[src/rtl/wbps_pkg.sv]
// Package: shared constants, codes and payload/control types for the wildcard pattern scanner.
package wbps_pkg;

   // Longest pattern the cell row can hold.
   localparam int MAX_PATTERN = 64;

   localparam int POS_W = (MAX_PATTERN > 1) ? $clog2(MAX_PATTERN) : 1;
   localparam int LEN_W = $clog2(MAX_PATTERN + 1);

   localparam int PLEN_W = 7;
   localparam int OCC_W  = 16;
   localparam int ADDR_W = 32;
   localparam int IDX_W  = 6;
   localparam int CSR_W  = 2;

   // Item opcodes.
   localparam logic OP_LOAD = 1'b0;
   localparam logic OP_SCAN = 1'b1;

   // Register indexes.
   localparam logic [CSR_W-1:0] CSR_PATTERN_LENGTH    = 2'd0;
   localparam logic [CSR_W-1:0] CSR_WANTED_OCCURRENCE = 2'd1;
   localparam logic [CSR_W-1:0] CSR_BASE_ADDRESS      = 2'd2;

   typedef struct packed {
      logic             opcode;
      logic [IDX_W-1:0] entry_index;
      logic [7:0]       pattern_value;
      logic             dont_care;
      logic [7:0]       data_byte;
      logic             last_byte;
   } req_payload_type;

   typedef struct packed {
      logic              found;
      logic [ADDR_W-1:0] match_address;
   } rsp_payload_type;

   // Broadcast from the controller to the cell row.
   typedef struct packed {
      logic             shift;
      logic             rot_up;
      logic             rot_dn;
      logic [POS_W-1:0] ins_pos;
      logic [LEN_W-1:0] len;
      logic [7:0]       data_byte;
      logic             load_we;
      logic [IDX_W-1:0] load_idx;
      logic [7:0]       load_value;
      logic             load_dc;
   } ring_ctrl_type;

endpackage

[src/rtl/wbps_cell.sv]
// One cell: a window byte on the ring, one pattern entry and its compare.
module wbps_cell import wbps_pkg::*; (
   input  logic          clock,
   input  ring_ctrl_type ctrl,
   input  logic          ins,
   input  logic          active,
   input  logic          we,
   input  logic [7:0]    right_byte,
   input  logic [7:0]    left_byte,
   output logic [7:0]    win_byte,
   output logic          ok
);

   logic [7:0] win_ff, win_in;
   logic [7:0] pat_ff, pat_in;
   logic       dc_ff, dc_in;

   always_comb begin
      win_in = win_ff;
      if (ctrl.shift) begin
         win_in = ins ? ctrl.data_byte : right_byte;
      end else if (ctrl.rot_up) begin
         win_in = left_byte;
      end else if (ctrl.rot_dn) begin
         win_in = right_byte;
      end
      pat_in = we ? ctrl.load_value : pat_ff;
      dc_in  = we ? ctrl.load_dc : dc_ff;
   end

   always_ff @(posedge clock) begin
      win_ff <= win_in;
      pat_ff <= pat_in;
      dc_ff  <= dc_in;
   end

   assign win_byte = win_ff;
   assign ok       = !active || dc_ff || (win_ff == pat_ff);

endmodule

[src/rtl/wbps_row.sv]
// Ring of cells and the full-window match reduction.
module wbps_row import wbps_pkg::*; (
   input  logic          clock,
   input  ring_ctrl_type ctrl,
   output logic          window_match
);

   logic [7:0]             win [MAX_PATTERN];
   logic [MAX_PATTERN-1:0] ok;

   for (genvar p = 0; p < MAX_PATTERN; p++) begin : g_cell
      localparam int RIGHT = (p + 1) % MAX_PATTERN;
      localparam int LEFT  = (p + MAX_PATTERN - 1) % MAX_PATTERN;
      localparam logic [LEN_W-1:0] PLEN = LEN_W'(p);
      localparam logic [POS_W-1:0] PPOS = POS_W'(p);

      logic ins, active, we;

      assign ins    = (ctrl.ins_pos == PPOS);
      assign active = (PLEN < ctrl.len);
      assign we     = ctrl.load_we && (32'(ctrl.load_idx) == 32'(p));

      wbps_cell u_cell (
         .clock      (clock),
         .ctrl       (ctrl),
         .ins        (ins),
         .active     (active),
         .we         (we),
         .right_byte (win[RIGHT]),
         .left_byte  (win[LEFT]),
         .win_byte   (win[p]),
         .ok         (ok[p])
      );
   end

   assign window_match = &ok;

endmodule

[src/rtl/wildcard_byte_pattern_scan.sv]
// Top level: wildcard byte-pattern scanner with cell ring, match and count stages.
//
//  channel | signals                       | direction | accepted when
//  --------+-------------------------------+-----------+------------------------
//  req     | req_valid/req_ready/req_payload | in      | req_valid && req_ready
//  rsp     | rsp_valid/rsp_ready/rsp_payload | out     | rsp_valid && rsp_ready
//  csr     | csr_valid/csr_ready/csr_index/csr_data | in | csr_valid (always ready)
//
// One item per cycle, load or scan, unless req_ready is held low by a stall or a
// realign. A scan result passes through the ring update, then the window
// compare, then count/report. A stalled result holds the pipe only when another
// result is behind it. After a pattern_length write the ring realigns one cell
// per cycle while no scanned byte awaits its compare, with req_ready low. Synchronous reset; no clearing pass.
module wildcard_byte_pattern_scan import wbps_pkg::*; (
   input  logic              clock,
   input  logic              reset,
   input  logic              req_valid,
   output logic              req_ready,
   input  req_payload_type   req_payload,
   output logic              rsp_valid,
   input  logic              rsp_ready,
   output rsp_payload_type   rsp_payload,
   input  logic              csr_valid,
   output logic              csr_ready,
   input  logic [CSR_W-1:0]  csr_index,
   input  logic [ADDR_W-1:0] csr_data
);

   // Configuration registers
   logic [PLEN_W-1:0] plen_ff, plen_in;
   logic [OCC_W-1:0]  wanted_ff, wanted_in;
   logic [ADDR_W-1:0] base_ff, base_in;

   // Ring alignment: cell p holds the byte that lines up with pattern position p
   logic [LEN_W-1:0]  cur_len_ff, cur_len_in;
   logic [LEN_W-1:0]  tgt_len;
   logic              aligned, rot_ok, rot_up, rot_dn;

   // Stage 1: item sitting in the ring
   logic              s1_valid_ff, s1_valid_in;
   logic              s1_last_ff, s1_last_in;
   logic [ADDR_W-1:0] seen_ff, seen_in;

   // Stage 2: compare result
   logic              s2_valid_ff, s2_valid_in;
   logic              s2_hit_ff, s2_hit_in;
   logic              s2_last_ff, s2_last_in;
   logic [ADDR_W-1:0] s2_off_ff, s2_off_in;

   // Stage 3: occurrence count and report state
   logic [OCC_W-1:0]  count_ff, count_in;
   logic              reported_ff, reported_in;
   logic [OCC_W-1:0]  cnt_inc, wanted_eff;
   logic              hit, produce;

   // Output register
   logic              rsp_valid_ff, rsp_valid_in;
   rsp_payload_type   rsp_payload_ff, rsp_payload_in;

   logic              stall, adv, accept, scan_acc, load_acc, region_end;
   logic              window_match;
   ring_ctrl_type     ctrl;

   assign csr_ready = 1'b1;

   always_comb begin
      plen_in   = plen_ff;
      wanted_in = wanted_ff;
      base_in   = base_ff;
      if (csr_valid) begin
         unique case (csr_index)
            CSR_PATTERN_LENGTH:    plen_in   = csr_data[PLEN_W-1:0];
            CSR_WANTED_OCCURRENCE: wanted_in = csr_data[OCC_W-1:0];
            CSR_BASE_ADDRESS:      base_in   = csr_data;
            default: ;
         endcase
      end
   end

   // Effective length: zero acts as one, clamp at the row size
   always_comb begin
      if (plen_ff == '0) begin
         tgt_len = LEN_W'(1);
      end else if (32'(plen_ff) > 32'(MAX_PATTERN)) begin
         tgt_len = LEN_W'(MAX_PATTERN);
      end else begin
         tgt_len = LEN_W'(plen_ff);
      end
   end

   assign aligned = (cur_len_ff == tgt_len);
   // never realign under an item still waiting for its compare
   assign rot_ok  = !aligned && !s1_valid_ff;
   assign rot_up  = rot_ok && (tgt_len > cur_len_ff);
   assign rot_dn  = rot_ok && (tgt_len < cur_len_ff);

   always_comb begin
      cur_len_in = cur_len_ff;
      if (rot_up) begin
         cur_len_in = cur_len_ff + LEN_W'(1);
      end else if (rot_dn) begin
         cur_len_in = cur_len_ff - LEN_W'(1);
      end
   end

   // Stage 3 combinational decision
   always_comb begin
      wanted_eff = (wanted_ff == '0) ? OCC_W'(1) : wanted_ff;
      cnt_inc    = count_ff;
      if (s2_hit_ff && (count_ff != '1)) begin
         cnt_inc = count_ff + OCC_W'(1);
      end
      hit     = s2_hit_ff && (cnt_inc >= wanted_eff);
      produce = s2_valid_ff && !reported_ff && (hit || s2_last_ff);
   end

   // Only a new result blocked by a pending one holds the pipe
   assign stall      = produce && rsp_valid_ff && !rsp_ready;
   assign adv        = !stall;
   assign req_ready  = aligned && adv;
   assign accept     = req_valid && req_ready;
   assign scan_acc   = accept && (req_payload.opcode == OP_SCAN);
   assign load_acc   = accept && (req_payload.opcode == OP_LOAD);
   assign region_end = adv && s1_valid_ff && s1_last_ff;

   always_comb begin
      ctrl            = '0;
      ctrl.shift      = scan_acc;
      ctrl.rot_up     = rot_up;
      ctrl.rot_dn     = rot_dn;
      ctrl.ins_pos    = POS_W'(cur_len_ff - LEN_W'(1));
      ctrl.len        = cur_len_ff;
      ctrl.data_byte  = req_payload.data_byte;
      ctrl.load_we    = load_acc;
      ctrl.load_idx   = req_payload.entry_index;
      ctrl.load_value = req_payload.pattern_value;
      ctrl.load_dc    = req_payload.dont_care;
   end

   wbps_row u_row (
      .clock        (clock),
      .ctrl         (ctrl),
      .window_match (window_match)
   );

   // Stage 1 and byte counter; the count restarts once the last byte moves on
   always_comb begin
      s1_valid_in = adv ? scan_acc : s1_valid_ff;
      s1_last_in  = scan_acc ? req_payload.last_byte : s1_last_ff;
      seen_in     = (region_end ? '0 : seen_ff) + ADDR_W'(scan_acc);
   end

   // Stage 2: window counts only once it lies wholly inside the region
   always_comb begin
      s2_valid_in = s2_valid_ff;
      s2_hit_in   = s2_hit_ff;
      s2_last_in  = s2_last_ff;
      s2_off_in   = s2_off_ff;
      if (adv) begin
         s2_valid_in = s1_valid_ff;
         s2_hit_in   = window_match && (seen_ff >= ADDR_W'(cur_len_ff));
         s2_last_in  = s1_last_ff;
         s2_off_in   = seen_ff - ADDR_W'(cur_len_ff);
      end
   end

   // Stage 3 state and output register
   always_comb begin
      count_in       = count_ff;
      reported_in    = reported_ff;
      rsp_valid_in   = rsp_valid_ff;
      rsp_payload_in = rsp_payload_ff;
      if (adv && s2_valid_ff) begin
         if (s2_last_ff) begin
            count_in    = '0;
            reported_in = 1'b0;
         end else if (!reported_ff) begin
            count_in    = cnt_inc;
            reported_in = hit;
         end
      end
      if (adv && produce) begin
         rsp_valid_in                 = 1'b1;
         rsp_payload_in.found         = hit;
         rsp_payload_in.match_address = hit ? (base_ff + s2_off_ff) : '0;
      end else if (rsp_ready) begin
         rsp_valid_in = 1'b0;
      end
   end

   always_ff @(posedge clock) begin
      if (reset) begin
         plen_ff      <= PLEN_W'(1);
         wanted_ff    <= OCC_W'(1);
         base_ff      <= '0;
         cur_len_ff   <= LEN_W'(1);
         s1_valid_ff  <= 1'b0;
         seen_ff      <= '0;
         s2_valid_ff  <= 1'b0;
         count_ff     <= '0;
         reported_ff  <= 1'b0;
         rsp_valid_ff <= 1'b0;
      end else begin
         plen_ff      <= plen_in;
         wanted_ff    <= wanted_in;
         base_ff      <= base_in;
         cur_len_ff   <= cur_len_in;
         s1_valid_ff  <= s1_valid_in;
         seen_ff      <= seen_in;
         s2_valid_ff  <= s2_valid_in;
         count_ff     <= count_in;
         reported_ff  <= reported_in;
         rsp_valid_ff <= rsp_valid_in;
      end
   end

   always_ff @(posedge clock) begin
      s1_last_ff     <= s1_last_in;
      s2_hit_ff      <= s2_hit_in;
      s2_last_ff     <= s2_last_in;
      s2_off_ff      <= s2_off_in;
      rsp_payload_ff <= rsp_payload_in;
   end

   assign rsp_valid   = rsp_valid_ff;
   assign rsp_payload = rsp_payload_ff;

endmodule

[config.mk]
export PLATFORM = sky130hd
export DESIGN_NAME = wildcard_byte_pattern_scan
export DESIGN_NICKNAME = d
export VERILOG_FILES = /design/src/rtl/wbps_pkg.sv /design/src/rtl/wbps_cell.sv /design/src/rtl/wbps_row.sv /design/src/rtl/wildcard_byte_pattern_scan.sv
export SDC_FILE = /design/constraint.sdc
export NUM_CORES = 2
export LEC_CHECK = 0
export CORE_MARGIN = 2
export CORE_UTILIZATION = 58
export DETAILED_ROUTE_END_ITERATION = 7
export DONT_BUFFER_PORTS = 1
export HOLD_SLACK_MARGIN = 0.03
export PLACE_DENSITY = 0.84
export SYNTH_ARGS = -nofsm -noshare
export SYNTH_HDL_FRONTEND = slang
export SYNTH_SLANG_ARGS = --single-unit
[constraint.sdc]
create_clock -name clock -period 32.9 [get_ports clock]
set_clock_uncertainty 0.15 [all_clocks]
set_input_delay 3.29 -clock clock [delete_from_list [all_inputs] [get_ports clock]]
set_output_delay 3.29 -clock clock [all_outputs]
set_load 0.05 [all_outputs]
==> flow_summary.ini <==
[routing]
ant_nets = 0
routed_wl_um = 169800
first_pass_iters = 8
met3_length_um = 24160
dr_total_vias = 42210
highest_layer = met5
routed-wl-met2_um = 76270
vias_per_cell = 6.908
m1WireLength_um = 59050
drc = 2
wire_per_inst_um = 27.79
drt_iter0_markers = 6816

[synthesis]
ys_seq_area_share_pct = 62.66
synth_flop_cell = edfxtp_1
synth_cells = 4750
mappedNetlistArea_um2 = 59040
ys_types = 66
avgSynthCellArea_um2 = 12.43
synthArstFlopShare_pct = 0
yosysWarnings = 0
ys_ff_latch = 1270
syn-num-nets = 4886
synth-edff-count = 1156

[cells_and_area]
seqCellArea_um2 = 37000
final_cell_area_um2 = 64240
area_growth_pct = 8.801
fill_cells = 7310
multi_input_area_um2 = 20850
drive_gt1_share_pct = 6.110
final_net_count = 4760
layoutNonFillerInstCount = 6110

[clock_tree]
clock_latency_ps = 770
tritoncts = built
root_buffer = clkbuf_16
cts-buffers-inserted = 119
cts_sinks = 1270
cts_setup_buffers = 0
cts_resized = 0
cts_buffer_depth = 3
cts_max_level = 3
clkTransAtPathRegs_ps = 70
cts_hold_buf = 0

[min_path]
worstHoldPathType = reg -> reg

[setup_path]
start_kind = flop
cp_max_fo = 39
crit_type = reg -> out
worstSetupEndpoint = req_ready
rr_worst_depth = 21
setup.worst_path.end_class = output pin
r2r-start = count_ff[3]
startpoint = count_ff[3]
cp.arrival_ps = 5260
reg2reg_to = u_row.g_cell[47].u_cell.win_byte[1]
rrSetupSlack_ps = 24570
required_ps = 29460

[placed_design]
placedCellCount = 5871
dp_hpwl_um = 101200
gp_congestion = 0.9503
pre_cts_ws_ps = 24610
dpl_cell_area_um2 = 60030
io_buffers = 0

[power_and_ir_drop]
max-vdd-ir-drop_v = 0.0002018
p_per_area_nw_per_um2 = 111.8
p_leak_nw = 20.66

[sta]
fmax_ghz = 0.1150
setup_viol = 0
maxSlewViolCount = 0
max_slew_margin_pct = 5.334
worst_pin_slew_ps = 1409
timing.final.hold_violations = 0
final.setup.worst_slack_ps = 24200
grt_setup_unrepaired = false
fin_hold_ws_ps = 306.7
fin_crit_ps = 8696
tns_ps = 0
timing.final.crit_share_pct = 26.43

[die]
start_util_pct = 58.28
die-width_um = 323.0
core.rowCount = 117
die_h_um = 323.0
die-area_um2 = 104400
num_io_pins = 100
core_area_um2 = 101300

[grt]
antenna_found_initial = 10
first_global_vias = 40210
grt_max_degree = 192
track_usage_pct = 31.90
grt_overflow = 0
grt_pass1_wl_um = 249100

[run]
maxCapViolCount = 0

[run_status]
violations = DRC
outcome = finished, violations left
==> synth_stat cells (all sizes together), types with 43 or more instances <==
| library cell | number | area [µm²] |
|---|---|---|
| ha | 70 | 875.8 |
| edfxtp | 1156 | 34710 |
| a221oi | 45 | 394.1 |
| buf | 87 | 371.6 |
| dfxtp | 114 | 2282 |
| xor2 | 516 | 4519 |
| clkbuf | 196 | 735.7 |
| a21oi | 108 | 544.3 |
| inv | 43 | 161.4 |
| o21ai | 48 | 240.2 |
| xnor2 | 103 | 902.1 |
| nor2 | 458 | 1719 |
| nor3 | 339 | 1752 |
| o21a | 264 | 1982 |
| nor4 | 128 | 800.8 |
| o22ai | 259 | 1620 |
| or3 | 77 | 481.7 |
| nand2 | 230 | 938.4 |
| o22a | 257 | 2251 |
==> sequential cells by signal, indices dropped and copies added, names as in the netlist, 32 cells and up <==
| signal | count |
|---|---|
| u_row.g_cell.u_cell.dc_ff | 64 |
| u_row.g_cell.u_cell.pat_ff | 512 |
| s2_off_ff | 32 |
| u_row.g_cell.u_cell.win_byte | 512 |
| seen_ff | 32 |
| rsp_payload | 33 |
| base_ff | 32 |
==> power by group <==
group | switching (W) | internal, W
registers | 0.000505 | 0.00256
logic | 0.00169 | 0.000974
clock network | 0.000627 | 0.000828
==> cell usage in the layout (no fill, tap or decap), types with 14 or more instances in the layout <==
cell type  instances
and3_1            20
xnor2_1          101
or3_1             77
a21oi_1          106
nand3_1           35
o22ai_1          258
nand2b_1          16
nor2_1           456
bufinv_16         15
nand2_1          199
nor4_1           128
o22a_1           257
nor2b_1           20
o21ai_0           45
o21a_1           264
clkbuf_16        125
a21o_1            23
edfxtp_1        1156
nand2_2           31
clkinv_2          25
ha_1              70
clkbuf_1          18
a211oi_1          14
a221oi_1          45
nor3_1           326
buf_4             33
dfxtp_1          114
nand4_1           30
inv_1             43
xor2_1           516
clkinv_1          19
==> cell families after synthesis <==
| kind of cell | count (synthesis) | synth area share (%) |
|---|---|---|
| AND/OR/NAND/NOR | 1385 | 11.26 |
| flip-flops | 1270 | 62.66 |
| AO/OA/AOI/OAI | 1068 | 13.05 |
| XOR/XNOR | 619 | 9.183 |
| buffers and inverters | 327 | 2.155 |
| adder cells (fa/ha/maj) | 72 | 1.551 |
| multiplexers | 8 | 0.1378 |
| other | 1 | 0.006352 |
==> per-stage QoR <==
step / utilization [%] / power, W
2_1_floorplan: - / 0.005153
3_3_place_gp: 59.26 / 0.005486
3_5_place_dp: 59.26 / 0.005592
4_1_cts: 63.38 / 0.007058
5_1_grt: 63.38 / 0.007438
6_report: 63.41 / 0.007183
==> critical path: stages, from the launching register on <==
cell	delay, ps
dfxtp_1	370
and3_1	200
nand3_1	220
nor3_1	100
nor2b_1	370
nand4_1	460
nor3_1	320
xor2_1	240
ha_1	280
a21o_1	180
a21o_1	160
a21o_1	190
a211oi_2	230
a21oi_4	110
inv_1	60
buf_4	390
nand2_1	100
buf_4	240
inv_1	350
==> worst min-delay path by stage <==
stage	from	end	slack [ps]	cells after the start
final	base_ff[4]	base_ff[4]	310	2
after global routing	base_ff[26]	base_ff[26]	320	2
after CTS	base_ff[4]	base_ff[4]	310	2
after detailed placement	base_ff[4]	base_ff[4]	300	2
after global placement	base_ff[26]	base_ff[26]	290	2
after floorplan	base_ff[0]	base_ff[0]	290	2
==> layer usage <==
layer,track usage (%),vias to the layer above
met5,0,-
met4,16.22,4
li1,-,17780
met3,9.279,774
met1,40.43,20120
met2,50.13,3532
==> cell type report <==
cell class / count / share of cell area (%)
antenna: 12 / 0.04675
tap: 1368 / 2.665
clock inverter: 78 / 1.395
sequential: 1270 / 57.59
clock buffer: 149 / 5.103
multi-input combinational: 3153 / 32.46
inverter: 44 / 0.2571
timing repair buffer: 36 / 0.4792
No activity file was read; power rests on OpenSTA's default activity.
